File: src/rtl/srsd_pkg.sv
// Shared types and constants for the serial receive status deframer.
package srsd_pkg;

  // Character flag codes carried with each result.
  typedef enum logic [2:0] {
    FLAG_STATUS  = 3'd0,
    FLAG_NORMAL  = 3'd1,
    FLAG_BREAK   = 3'd2,
    FLAG_PARITY  = 3'd3,
    FLAG_FRAMING = 3'd4,
    FLAG_OVERRUN = 3'd5
  } flag_t;

  // Status event codes shown on a status record.
  typedef enum logic [1:0] {
    EVENT_NONE  = 2'd0,
    EVENT_MODEM = 2'd1,
    EVENT_BREAK = 2'd2
  } event_t;

  // Header bytes.
  localparam logic [7:0] ESC_BYTE   = 8'h1b;
  localparam logic [7:0] KIND_LINE  = 8'h00;
  localparam logic [7:0] KIND_MODEM = 8'h01;

  // Byte positions within a packet.
  localparam logic [2:0] POS_STATUS = 3'd3;
  localparam logic [2:0] POS_BODY   = 3'd4;

  // Event counter slots.
  localparam int unsigned NUM_CNT = 8;
  localparam logic [2:0] CNT_BREAK   = 3'd0;
  localparam logic [2:0] CNT_PARITY  = 3'd1;
  localparam logic [2:0] CNT_FRAMING = 3'd2;
  localparam logic [2:0] CNT_OVERRUN = 3'd3;
  localparam logic [2:0] CNT_CTS     = 3'd4;
  localparam logic [2:0] CNT_DSR     = 3'd5;
  localparam logic [2:0] CNT_DCD     = 3'd6;
  localparam logic [2:0] CNT_RING    = 3'd7;

  // Width of the counter values shown on the result ports.
  localparam int unsigned SHOW_BITS = 16;

endpackage

File: src/rtl/serial_rx_status_deframer_core.sv
// Top level of the serial receive status deframer: header detection, counters and result queue.
//
// Packet bytes are accepted one per cycle unless in_stall is raised. Each byte is decoded in the
// cycle it is accepted and its results (none to four) are loaded into a result group register,
// which hands them out one per cycle while the receiver does not stall. A byte that yields a
// single result or none therefore sustains one transaction per cycle when the receiver does not
// stall; a byte that yields several results stalls the input while the group register drains
// and while the receiver stalls. The first three bytes of a packet are held back until the
// header can be judged, so a short packet or a packet without a header releases them
// together.
// The eight event counters are COUNT_BITS wide and wrap; their low 16 bits are
// shown with every result and reflect the updates made by the byte that caused it.
module serial_rx_status_deframer_core #(
  parameter int unsigned COUNT_BITS = 16
) (
  input  logic        clk,
  input  logic        rst_n,
  input  logic        in_valid,
  output logic        in_stall,
  input  logic [7:0]  in_rx_byte,
  input  logic        in_packet_end,
  output logic        out_valid,
  input  logic        out_stall,
  output logic [7:0]  out_char_byte,
  output logic [2:0]  out_char_flag,
  output logic        out_last_of_run,
  output logic [1:0]  out_status_event,
  output logic [15:0] out_break_count,
  output logic [15:0] out_parity_count,
  output logic [15:0] out_framing_count,
  output logic [15:0] out_overrun_count,
  output logic [15:0] out_cts_change_count,
  output logic [15:0] out_dsr_change_count,
  output logic [15:0] out_dcd_change_count,
  output logic [15:0] out_ring_change_count
);

  // Packet state.
  logic [2:0]           pos_r, pos_nxt;
  logic [7:0]           held_r [3];
  srsd_pkg::flag_t      pflag_r, pflag_nxt;
  logic [COUNT_BITS-1:0] cnt_r [srsd_pkg::NUM_CNT];

  // Result group.
  logic [2:0]           grp_cnt_r;
  logic [1:0]           grp_idx_r;
  logic [7:0]           grp_char_r [4];
  srsd_pkg::flag_t      grp_flag_r [4];
  srsd_pkg::event_t     grp_ev_r;

  // Decode of the byte on the input.
  logic [2:0]           res_n;
  logic [7:0]           res_char [4];
  srsd_pkg::flag_t      res_flag [4];
  srsd_pkg::event_t     res_ev;
  logic [srsd_pkg::NUM_CNT-1:0] bump;
  logic                 hdr;

  logic accept, pop, last;

  assign out_valid = (grp_cnt_r != 3'd0);
  assign last      = (({1'b0, grp_idx_r} + 3'd1) == grp_cnt_r);
  assign pop       = out_valid && !out_stall;
  // The group register is free once its final result leaves in this cycle.
  assign in_stall  = out_valid && !(pop && last);
  assign accept    = in_valid && !in_stall;

  assign hdr = (held_r[0] == srsd_pkg::ESC_BYTE) && (held_r[1] == srsd_pkg::ESC_BYTE) &&
               ((held_r[2] == srsd_pkg::KIND_LINE) || (held_r[2] == srsd_pkg::KIND_MODEM));

  always_comb begin
    res_n     = 3'd0;
    res_ev    = srsd_pkg::EVENT_NONE;
    bump      = '0;
    pos_nxt   = pos_r;
    pflag_nxt = pflag_r;
    for (int i = 0; i < 4; i++) begin
      res_char[i] = in_rx_byte;
      res_flag[i] = srsd_pkg::FLAG_NORMAL;
    end

    if (pos_r < srsd_pkg::POS_STATUS) begin
      // Header bytes are held; on an early packet end they all go out as data.
      for (int i = 0; i < 3; i++) begin
        res_char[i] = (pos_r[1:0] == 2'(i)) ? in_rx_byte : held_r[i];
      end
      if (in_packet_end) begin
        res_n = pos_r + 3'd1;
      end
      pos_nxt = pos_r + 3'd1;
    end else if (pos_r == srsd_pkg::POS_STATUS) begin
      pos_nxt = srsd_pkg::POS_BODY;
      if (!hdr) begin
        res_n = 3'd4;
        for (int i = 0; i < 3; i++) begin
          res_char[i] = held_r[i];
        end
      end else if (held_r[2] == srsd_pkg::KIND_LINE) begin
        res_flag[0] = srsd_pkg::FLAG_STATUS;
        bump[srsd_pkg::CNT_BREAK]   = in_rx_byte[4];
        bump[srsd_pkg::CNT_PARITY]  = in_rx_byte[2];
        bump[srsd_pkg::CNT_FRAMING] = in_rx_byte[3];
        bump[srsd_pkg::CNT_OVERRUN] = in_rx_byte[1];
        if (in_rx_byte[4]) begin
          pflag_nxt = srsd_pkg::FLAG_BREAK;
          res_ev    = srsd_pkg::EVENT_BREAK;
        end else if (in_rx_byte[2]) begin
          pflag_nxt = srsd_pkg::FLAG_PARITY;
        end else if (in_rx_byte[3]) begin
          pflag_nxt = srsd_pkg::FLAG_FRAMING;
        end else begin
          pflag_nxt = srsd_pkg::FLAG_NORMAL;
        end
        // An overrun inserts a zero character after the status record.
        res_char[1] = 8'h00;
        res_flag[1] = srsd_pkg::FLAG_OVERRUN;
        res_n       = in_rx_byte[1] ? 3'd2 : 3'd1;
      end else begin
        res_flag[0] = srsd_pkg::FLAG_STATUS;
        res_n       = 3'd1;
        bump[srsd_pkg::CNT_CTS]  = in_rx_byte[0];
        bump[srsd_pkg::CNT_DSR]  = in_rx_byte[1];
        bump[srsd_pkg::CNT_RING] = in_rx_byte[2];
        bump[srsd_pkg::CNT_DCD]  = in_rx_byte[3];
        if (in_rx_byte[3:0] != 4'd0) begin
          res_ev = srsd_pkg::EVENT_MODEM;
        end
      end
    end else begin
      res_n       = 3'd1;
      res_flag[0] = pflag_r;
    end

    if (in_packet_end) begin
      pos_nxt   = 3'd0;
      pflag_nxt = srsd_pkg::FLAG_NORMAL;
    end
  end

  always_ff @(posedge clk) begin
    if (!rst_n) begin
      pos_r     <= 3'd0;
      pflag_r   <= srsd_pkg::FLAG_NORMAL;
      grp_cnt_r <= 3'd0;
      grp_idx_r <= 2'd0;
      for (int k = 0; k < srsd_pkg::NUM_CNT; k++) begin
        cnt_r[k] <= '0;
      end
    end else begin
      // A new group can only load when the group register is empty or its final
      // result leaves in this cycle, so loading takes precedence over popping.
      if (accept && (res_n != 3'd0)) begin
        grp_cnt_r <= res_n;
        grp_idx_r <= 2'd0;
      end else if (pop) begin
        if (last) begin
          grp_cnt_r <= 3'd0;
        end else begin
          grp_idx_r <= grp_idx_r + 2'd1;
        end
      end
      if (accept) begin
        pos_r   <= pos_nxt;
        pflag_r <= pflag_nxt;
        for (int k = 0; k < srsd_pkg::NUM_CNT; k++) begin
          if (bump[k]) begin
            cnt_r[k] <= cnt_r[k] + COUNT_BITS'(1);
          end
        end
      end
    end
  end

  // Payload registers.
  always_ff @(posedge clk) begin
    if (accept) begin
      if (pos_r < srsd_pkg::POS_STATUS) begin
        held_r[pos_r[1:0]] <= in_rx_byte;
      end
      if (res_n != 3'd0) begin
        grp_ev_r <= res_ev;
        for (int i = 0; i < 4; i++) begin
          grp_char_r[i] <= res_char[i];
          grp_flag_r[i] <= res_flag[i];
        end
      end
    end
  end

  // The status event rides only on the first result of a transaction group.
  assign out_char_byte    = grp_char_r[grp_idx_r];
  assign out_char_flag    = grp_flag_r[grp_idx_r];
  assign out_last_of_run  = last;
  assign out_status_event = (grp_idx_r == 2'd0) ? grp_ev_r : srsd_pkg::EVENT_NONE;

  // Counters only move when a status byte is taken, and that byte always loads a new group.
  assign out_break_count       = srsd_pkg::SHOW_BITS'(cnt_r[srsd_pkg::CNT_BREAK]);
  assign out_parity_count      = srsd_pkg::SHOW_BITS'(cnt_r[srsd_pkg::CNT_PARITY]);
  assign out_framing_count     = srsd_pkg::SHOW_BITS'(cnt_r[srsd_pkg::CNT_FRAMING]);
  assign out_overrun_count     = srsd_pkg::SHOW_BITS'(cnt_r[srsd_pkg::CNT_OVERRUN]);
  assign out_cts_change_count  = srsd_pkg::SHOW_BITS'(cnt_r[srsd_pkg::CNT_CTS]);
  assign out_dsr_change_count  = srsd_pkg::SHOW_BITS'(cnt_r[srsd_pkg::CNT_DSR]);
  assign out_dcd_change_count  = srsd_pkg::SHOW_BITS'(cnt_r[srsd_pkg::CNT_DCD]);
  assign out_ring_change_count = srsd_pkg::SHOW_BITS'(cnt_r[srsd_pkg::CNT_RING]);

endmodule
File: config.mk
export PLATFORM = sky130hd
export DESIGN_NAME = serial_rx_status_deframer_core
export DESIGN_NICKNAME = d
export VERILOG_FILES = /design/src/rtl/srsd_pkg.sv /design/src/rtl/serial_rx_status_deframer_core.sv
export SDC_FILE = /design/constraint.sdc
export NUM_CORES = 1
export LEC_CHECK = 0
export BUFFER_PORTS_ARGS = -buffer_cell sky130_fd_sc_hd__buf_4
export CAP_MARGIN = 20
export CORE_MARGIN = 2
export CORE_UTILIZATION = 49
export DETAILED_ROUTE_END_ITERATION = 10
export GPL_ROUTABILITY_DRIVEN = 0
export PLACE_DENSITY = 0.71
export SLEW_MARGIN = 20
export SYNTH_ARGS = -nofsm -noshare
export SYNTH_HDL_FRONTEND = slang
export SYNTH_SLANG_ARGS = --single-unit
File: constraint.sdc
create_clock -name clk -period 4.3 [get_ports clk]
set_input_delay 0.215 -clock clk [delete_from_list [all_inputs] [get_ports clk]]
set_output_delay 0.215 -clock clk [all_outputs]
set_load 0.03 [all_outputs]
==> run_results.csv, run 1 <==
group,metric,value,unit
outcome,outcome,"finished clean",
floorplanning,ioPinCount,157,
yosys,ys_ff_latch,203,
worst_setup_path,r2r-start,"grp_idx_r[0]",
drt,drc,0,
layout,layout-drive-gt1-share,22.3,%
yosys,synth_cell_types,49,
worst_setup_path,rr_worst_depth,7,
sta,hold_viol_final,0,
layout,layout_common_cells,"edfxtp_1, buf_4, nor2_1",
yosys,syn_area,9930,µm²
clock_network,cts-root-buf,"clkbuf_16",
grt,first_global_vias,6814,
sta,rsz0062_at_grt,"false",
power,p_leak,4.43,nW
yosys,ys.flop_type,"edfxtp_1",
drt,firstDrtPassIters,6,
grt,grt_remaining_overflow,0,
grt,grt_pass1_wl,34.5,mm
clock_network,post-cts-setup-buffer-count,0,
worst_setup_path,endpoint_kind,"flip-flop",
yosys,yosysSeqAreaShare,60.1,%
clock_network,cts_max_level,1,
power,pwr-share-seq,48.5,%
floorplanning,core,20000,µm²
floorplanning,die-area,21400,µm²
worst_setup_path,crit_slowest_cell,"o22ai_4",
worst_setup_path,cp_max_fo,31,
yosys,avgSynthCellArea,11.8,µm²
sta,skew,0.0121,ns
power,clkPwrFrac,41.0,%
yosys,synthCells,840,
job,drv_cap,0,
worst_setup_path,rrSetupSlack,1.08,ns
worst_hold_path,hold_class,"input port to flip-flop",
drt,dr.first_iter.drc_count,350,
floorplanning,start_util,49.6,%
worst_setup_path,cp_top_family,"compound AO/OA/AOI/OAI gates",
yosys,async_flop_share,0,%
clock_network,cts_tree,"done",
sta,slew_headroom,29.1,%
grt,grtUsageTotal,19.6,%
worst_setup_path,path_buf_inv,2,
clock_network,cts_buffers,22,
sta,period_share,74.8,%
sta,drv_slew,0,
clock_network,cts_resized,0,
worst_setup_path,critPathMaxStageDelay,0.84,ns
power,peakVddDrop,0.000301,V
clock_network,clock_sinks,203,
power,pwr-share-comb,10.4,%
clock_network,path_clk_slew,0.06,ns
clock_network,clk_latency,0.50,ns
yosys,synth_nets,868,
worst_setup_path,critical_path_class,"flip-flop to flip-flop",
layout,fin_nets,1043,
sta,fin_crit,3.22,ns
drt,vias_per_cell,5.45,
floorplanning,fp.dieW,146,µm
clock_network,cts.path.max_buffers,3,
yosys,yosysTopAreaCell,"edfxtp_1",
yosys,yosysWarningCount,0,
power,p_int,3.71,mW
worst_setup_path,critPathRequiredTime,4.51,ns
layout,final_common_cell,"edfxtp_1",
floorplanning,die_y,146,µm
grt,grt_max_degree,35,
worst_setup_path,critPathLaunchType,"flip-flop",
placement,numPortBuffers,156,
sta,tightestPinTransition,1.06,ns
worst_setup_path,crit_chain,"inv_1, ha_1, xor2_1, nor4_1, o21ai_1, o22ai_4, buf_4",
worst_hold_path,hold_depth,2,
sta,final-setup-viol-count,0,
placement,place_area,11400,µm²
power,p_sw,1.14,mW
floorplanning,core.rowCount,52,
power,swShare,23.5,%
grt,grt_util_met2,31.7,%
layout,finalInstanceArea,12300,µm²
yosys,yosys-top-cells-area,"edfxtp_1, xor2_1, nor2_1, xnor2_1, dfxtp_1",
layout,area_delta_synth_final,23.7,%
grt,met3_usage,3.34,%
worst_setup_path,r2r_end,"grp_char_r[2][7]",
yosys,synth_top_area_share,57.4,%
grt,antenna_found_initial,0,
placement,dp_hpwl,14.7,mm
worst_hold_path,hold_start,"rst_n",
layout,antenna_cells,0,
yosys,synth-edff-count,190,
drt,wl,21.3,mm
drt,final_antenna_net_count,0,
drt,avgRoutedWirePerCell,16.4,µm
worst_setup_path,cp.arrival,3.43,ns
sta,fin_tns_setup,0,ns
grt,grt_busiest_layer,"met2",
grt,met1_usage,27.5,%
power,p_per_area,395,nW/µm²
worst_hold_path,min_to,"pflag_r[0]",
sta,timing.fmax,0.311,GHz
drt,via_count,7086,
[logic make-up (layout without fill, tap and decap cells)]
family          count (synthesis)  in the layout  synth area share [%]
mux                            28             28                  4.02
buf+inv                        51            241                  2.00
compound gates                 60             60                  4.04
fa+ha+maj                      15             15                  1.89
xor+xnor                      110            110                  9.70
simple gates                  373            373                  18.3
flops                         203            203                  60.1
[cell usage after synthesis (3+ instances only)]
cell / count
a21oi_1: 14
a22o_1: 8
a31oi_1: 3
and2_1: 8
and3_1: 23
and4_1: 7
buf_2: 6
clkbuf_1: 17
dfxtp_1: 13
edfxtp_1: 190
ha_1: 15
inv_1: 27
mux2_2: 15
mux2i_1: 5
mux4_2: 8
nand2_1: 49
nand3_1: 50
nand4_1: 19
nor2_1: 130
nor3_1: 37
nor4_1: 23
o21ai_0: 20
or3_1: 10
or4_1: 3
xnor2_1: 53
xor2_1: 57
[worst register-to-register path, cell delays in order, from the launching register on]
cell,delay [ns]
dfxtp_1,0.41
inv_1,0.07
ha_1,0.32
xor2_1,0.19
nor4_1,0.44
o21ai_1,0.34
o22ai_4,0.84
buf_4,0.31
[power by group through the flow]
stage | sequential (mW) | combinational [mW] | clock [mW]
after floorplan | 2.47 | 0.221 | 0
after global placement | 2.39 | 0.495 | 0
after detailed placement | 2.39 | 0.498 | 0
after CTS | 2.35 | 0.507 | 2.03
after global routing | 2.37 | 0.539 | 2.11
final | 2.35 | 0.506 | 1.99
[how the worst max path moves through the flow]
stage	startpoint	end	slack, ns	depth (start not counted)
2_1_floorplan	grp_idx_r[0]	grp_char_r[0][0]	0.30	6
3_3_place_gp	grp_idx_r[0]	grp_char_r[2][6]	1.20	7
3_5_place_dp	grp_idx_r[0]	grp_char_r[3][4]	1.11	7
4_1_cts	grp_idx_r[0]	grp_char_r[3][4]	1.09	7
5_1_grt	grp_idx_r[0]	grp_char_r[3][7]	0.87	7
6_report	grp_idx_r[0]	grp_char_r[2][7]	1.08	7
[stage by stage]
| step | setup WS [ns] | total power [mW] | hold slack [ns] | util, % | cells |
|---|---|---|---|---|---|
| after floorplan | 0.297 | 2.69 | 0.314 | - | 840 |
| after global routing | 0.871 | 5.01 | 0.0177 | 61.3 | 1300 |
| final | 1.08 | 4.85 | 0.0438 | 61.3 | 1300 |
| after CTS | 1.09 | 4.89 | 0.0105 | 61.3 | 1300 |
| after global placement | 1.20 | 2.89 | 0.463 | 57.1 | 1253 |
| after detailed placement | 1.11 | 2.89 | 0.457 | 57.1 | 1253 |
[per-layer routing]
| metal | share of wire, % | vias to the layer above |
|---|---|---|
| met5 | 0 | - |
| met3 | 6.1 | 38 |
| met1 | 45 | 3400 |
| met4 | 2.1 | 0 |
| li1 | - | 3425 |
| met2 | 47 | 223 |
[registers in the layout, summed over array words and instances (netlist names), named ones only]
name        count
grp_cnt_r       3
cnt_r         128
pflag_r         3
grp_idx_r       2
pos_r           3
grp_flag_r      4
held_r         24
grp_ev_r        2
grp_char_r     32
[what timing repair did]
item	CTS	global route
hold endpoints to repair	29	0
setup endpoints to repair	0	0
hold buffers	8	0
[area by class of cell]
| cell class | instances | area (µm²) |
|---|---|---|
| Clock buffer | 29 | 618 |
| Clock inverter | 10 | 153 |
| Fill cell | 1672 | 7750 |
| Inverter | 27 | 101 |
| Multi-Input combinational cell | 586 | 3780 |
| Sequential cell | 203 | 5970 |
| Tap cell | 270 | 338 |
| Timing Repair Buffer | 175 | 1330 |
Power figures use the tool's default switching activity.
==> run 2: changes to the inputs <==
clock period = 3 ns   (was 4.3 ns; I/O delays follow)
==> run 2 against run 1 <==
Critical path depth up 1. Highest routed layer unchanged. Via count up 0.93%. Clock skew down 0.0019 ns. Sequential power up 43%. Hold slack worse by 0.016 ns. Fmax up 14%. Critical path type unchanged. Clock power up 43%.
==> run_results.csv, run 2 (synthesis gave the netlist of run 1 again) <==
group,metric,value,unit
outcome,outcome,"finished clean",
sta,skew,0.0102,ns
layout,final_common_cell,"edfxtp_1",
worst_setup_path,cp_max_fo,15,
sta,final-setup-viol-count,0,
sta,timing.fmax,0.354,GHz
clock_network,cts-root-buf,"clkbuf_16",
worst_setup_path,critPathRequiredTime,3.35,ns
floorplanning,core,20000,µm²
layout,n_fill_cell,1643,
power,p_per_area,559,nW/µm²
worst_setup_path,critPathMaxStageDelay,0.60,ns
power,peakVddDrop,0.000340,V
clock_network,path_clk_slew,0.06,ns
layout,fin_nets,1055,
worst_setup_path,crit_slowest_cell,"or4_4",
sta,slew_headroom,55.4,%
layout,stdcell_count,1313,
layout,fin_util,62.2,%
power,p_leak,4.52,nW
sta,tightestPinTransition,0.668,ns
floorplanning,core.rowCount,52,
drt,dr.first_iter.drc_count,385,
sta,holdWs,0.0283,ns
sta,fin_ws,0.172,ns
clock_network,post-cts-setup-buffer-count,0,
placement,place_area,11600,µm²
worst_setup_path,cp.arrival,3.18,ns
layout,area_delta_synth_final,25.5,%
grt,grt_remaining_overflow,0,
grt,grtUsageTotal,20.1,%
placement,place_inst,1264,
floorplanning,ioPinCount,157,
clock_network,clk_latency,0.50,ns
placement,dp_hpwl,15.1,mm
drt,final_antenna_net_count,0,
grt,grt_pass1_wl,35.1,mm
drt,firstDrtPassIters,5,
layout,largest_reg_flops,128,
clock_network,cts.path.max_buffers,3,
worst_setup_path,crit_chain,"inv_1, ha_1, xor2_1, or4_4, a2111oi_4, buf_4, nand2_1, nor2_1",
drt,avgRoutedWirePerCell,16.6,µm
layout,regMostFlops,"cnt_r",
floorplanning,die-area,21400,µm²
layout,finalInstanceArea,12500,µm²
grt,antenna_found_initial,0,
sta,rsz0062_at_grt,"true",
placement,numPortBuffers,156,
worst_hold_path,hold_class,"input port to flip-flop",
job,drv_cap,0,
drt,wl,21.8,mm
power,p_total,6.97,mW
grt,grt_max_degree,37,
clock_network,clock_sinks,203,
floorplanning,die_y,146,µm
placement,post-place-ws,0.165,ns
layout,layout-drive-gt1-share,24.0,%
drt,via_count,7152,
clock_network,cts_tree,"done",
drt,drc,0,
sta,hold_viol_final,0,
sta,fin_crit,2.83,ns
floorplanning,fp.dieW,146,µm
sta,period_share,94.3,%
layout,layout_common_cells,"edfxtp_1, buf_4, nor2_1",
clock_network,cts_max_level,1,
layout,antenna_cells,0,
worst_setup_path,critical_path_class,"flip-flop to flip-flop",
floorplanning,start_util,49.6,%
sta,drv_slew,0,
worst_setup_path,critPathLaunchType,"flip-flop",
drt,vias_per_cell,5.45,
sta,fin_tns_setup,0,ns
grt,first_global_vias,6791,
worst_setup_path,endpoint_kind,"flip-flop",
clock_network,cts_buffers,22,
[run 2: cell count changes in the layout (fill, tap and decap cells not counted), sizes merged]
cell	change
buf	+11
clkbuf	+2
bufinv	-1
clkinvlp	+1
dlygate4sd3	+1
inv	-1
[run 2: final timing paths]
check | from | endpoint | slack (ns) | cells past startpoint
setup / recovery | grp_idx_r[0] | cnt_r[0][18] | 0.17 | 8
hold / removal | in_packet_end | pflag_r[0] | 0.03 | 3
setup reg to reg | grp_idx_r[0] | cnt_r[0][18] | 0.17 | 8
hold reg to reg | pflag_r[2] | pflag_r[2] | 0.48 | 2
[run 2: report_power, final]
group	switching, mW	internal (mW)
Sequential	0.122	3.25
Combinational	0.463	0.294
Clock	1.09	1.76
[run 2: repair_timing]
item / 4_1_cts / 5_1_grt
setup endpoints to repair: 0 / 53
resized for setup: 0 / 3
hold buffers: 9 / 0
endpoints found under the hold margin: 34 / 0
[run 2: layout make-up]
class                      count  area [µm²]  area share, %
sequential                   203        5970           47.8
multi-input combinational    586        3810           30.5
timing repair buffer         187        1490           11.9
clock buffer                  31         646           5.18
tap                          270         338           2.71
clock inverter                 9         123          0.983
inverter                      27         101          0.813
[run 2: critical path, delay by kind of cell, from the launching register on]
kind                       cells  cell delay, ns
and+or+nand+nor                3            1.15
DFF                            1            0.41
adders and majority gates      1            0.32
AOI/OAI and AO/OA              1            0.30
buffers and inverters          2            0.29
xor gates and xnor gates       1            0.20
[run 2: metal layers]
metal | track usage, % | share of wire [%] | vias to the layer above
li1 | - | - | 3456
met1 | 27.9 | 44 | 3450
met2 | 33.5 | 48 | 213
met3 | 3.00 | 6.0 | 33
met4 | 5.39 | 1.8 | 0
met5 | 0 | 0 | -
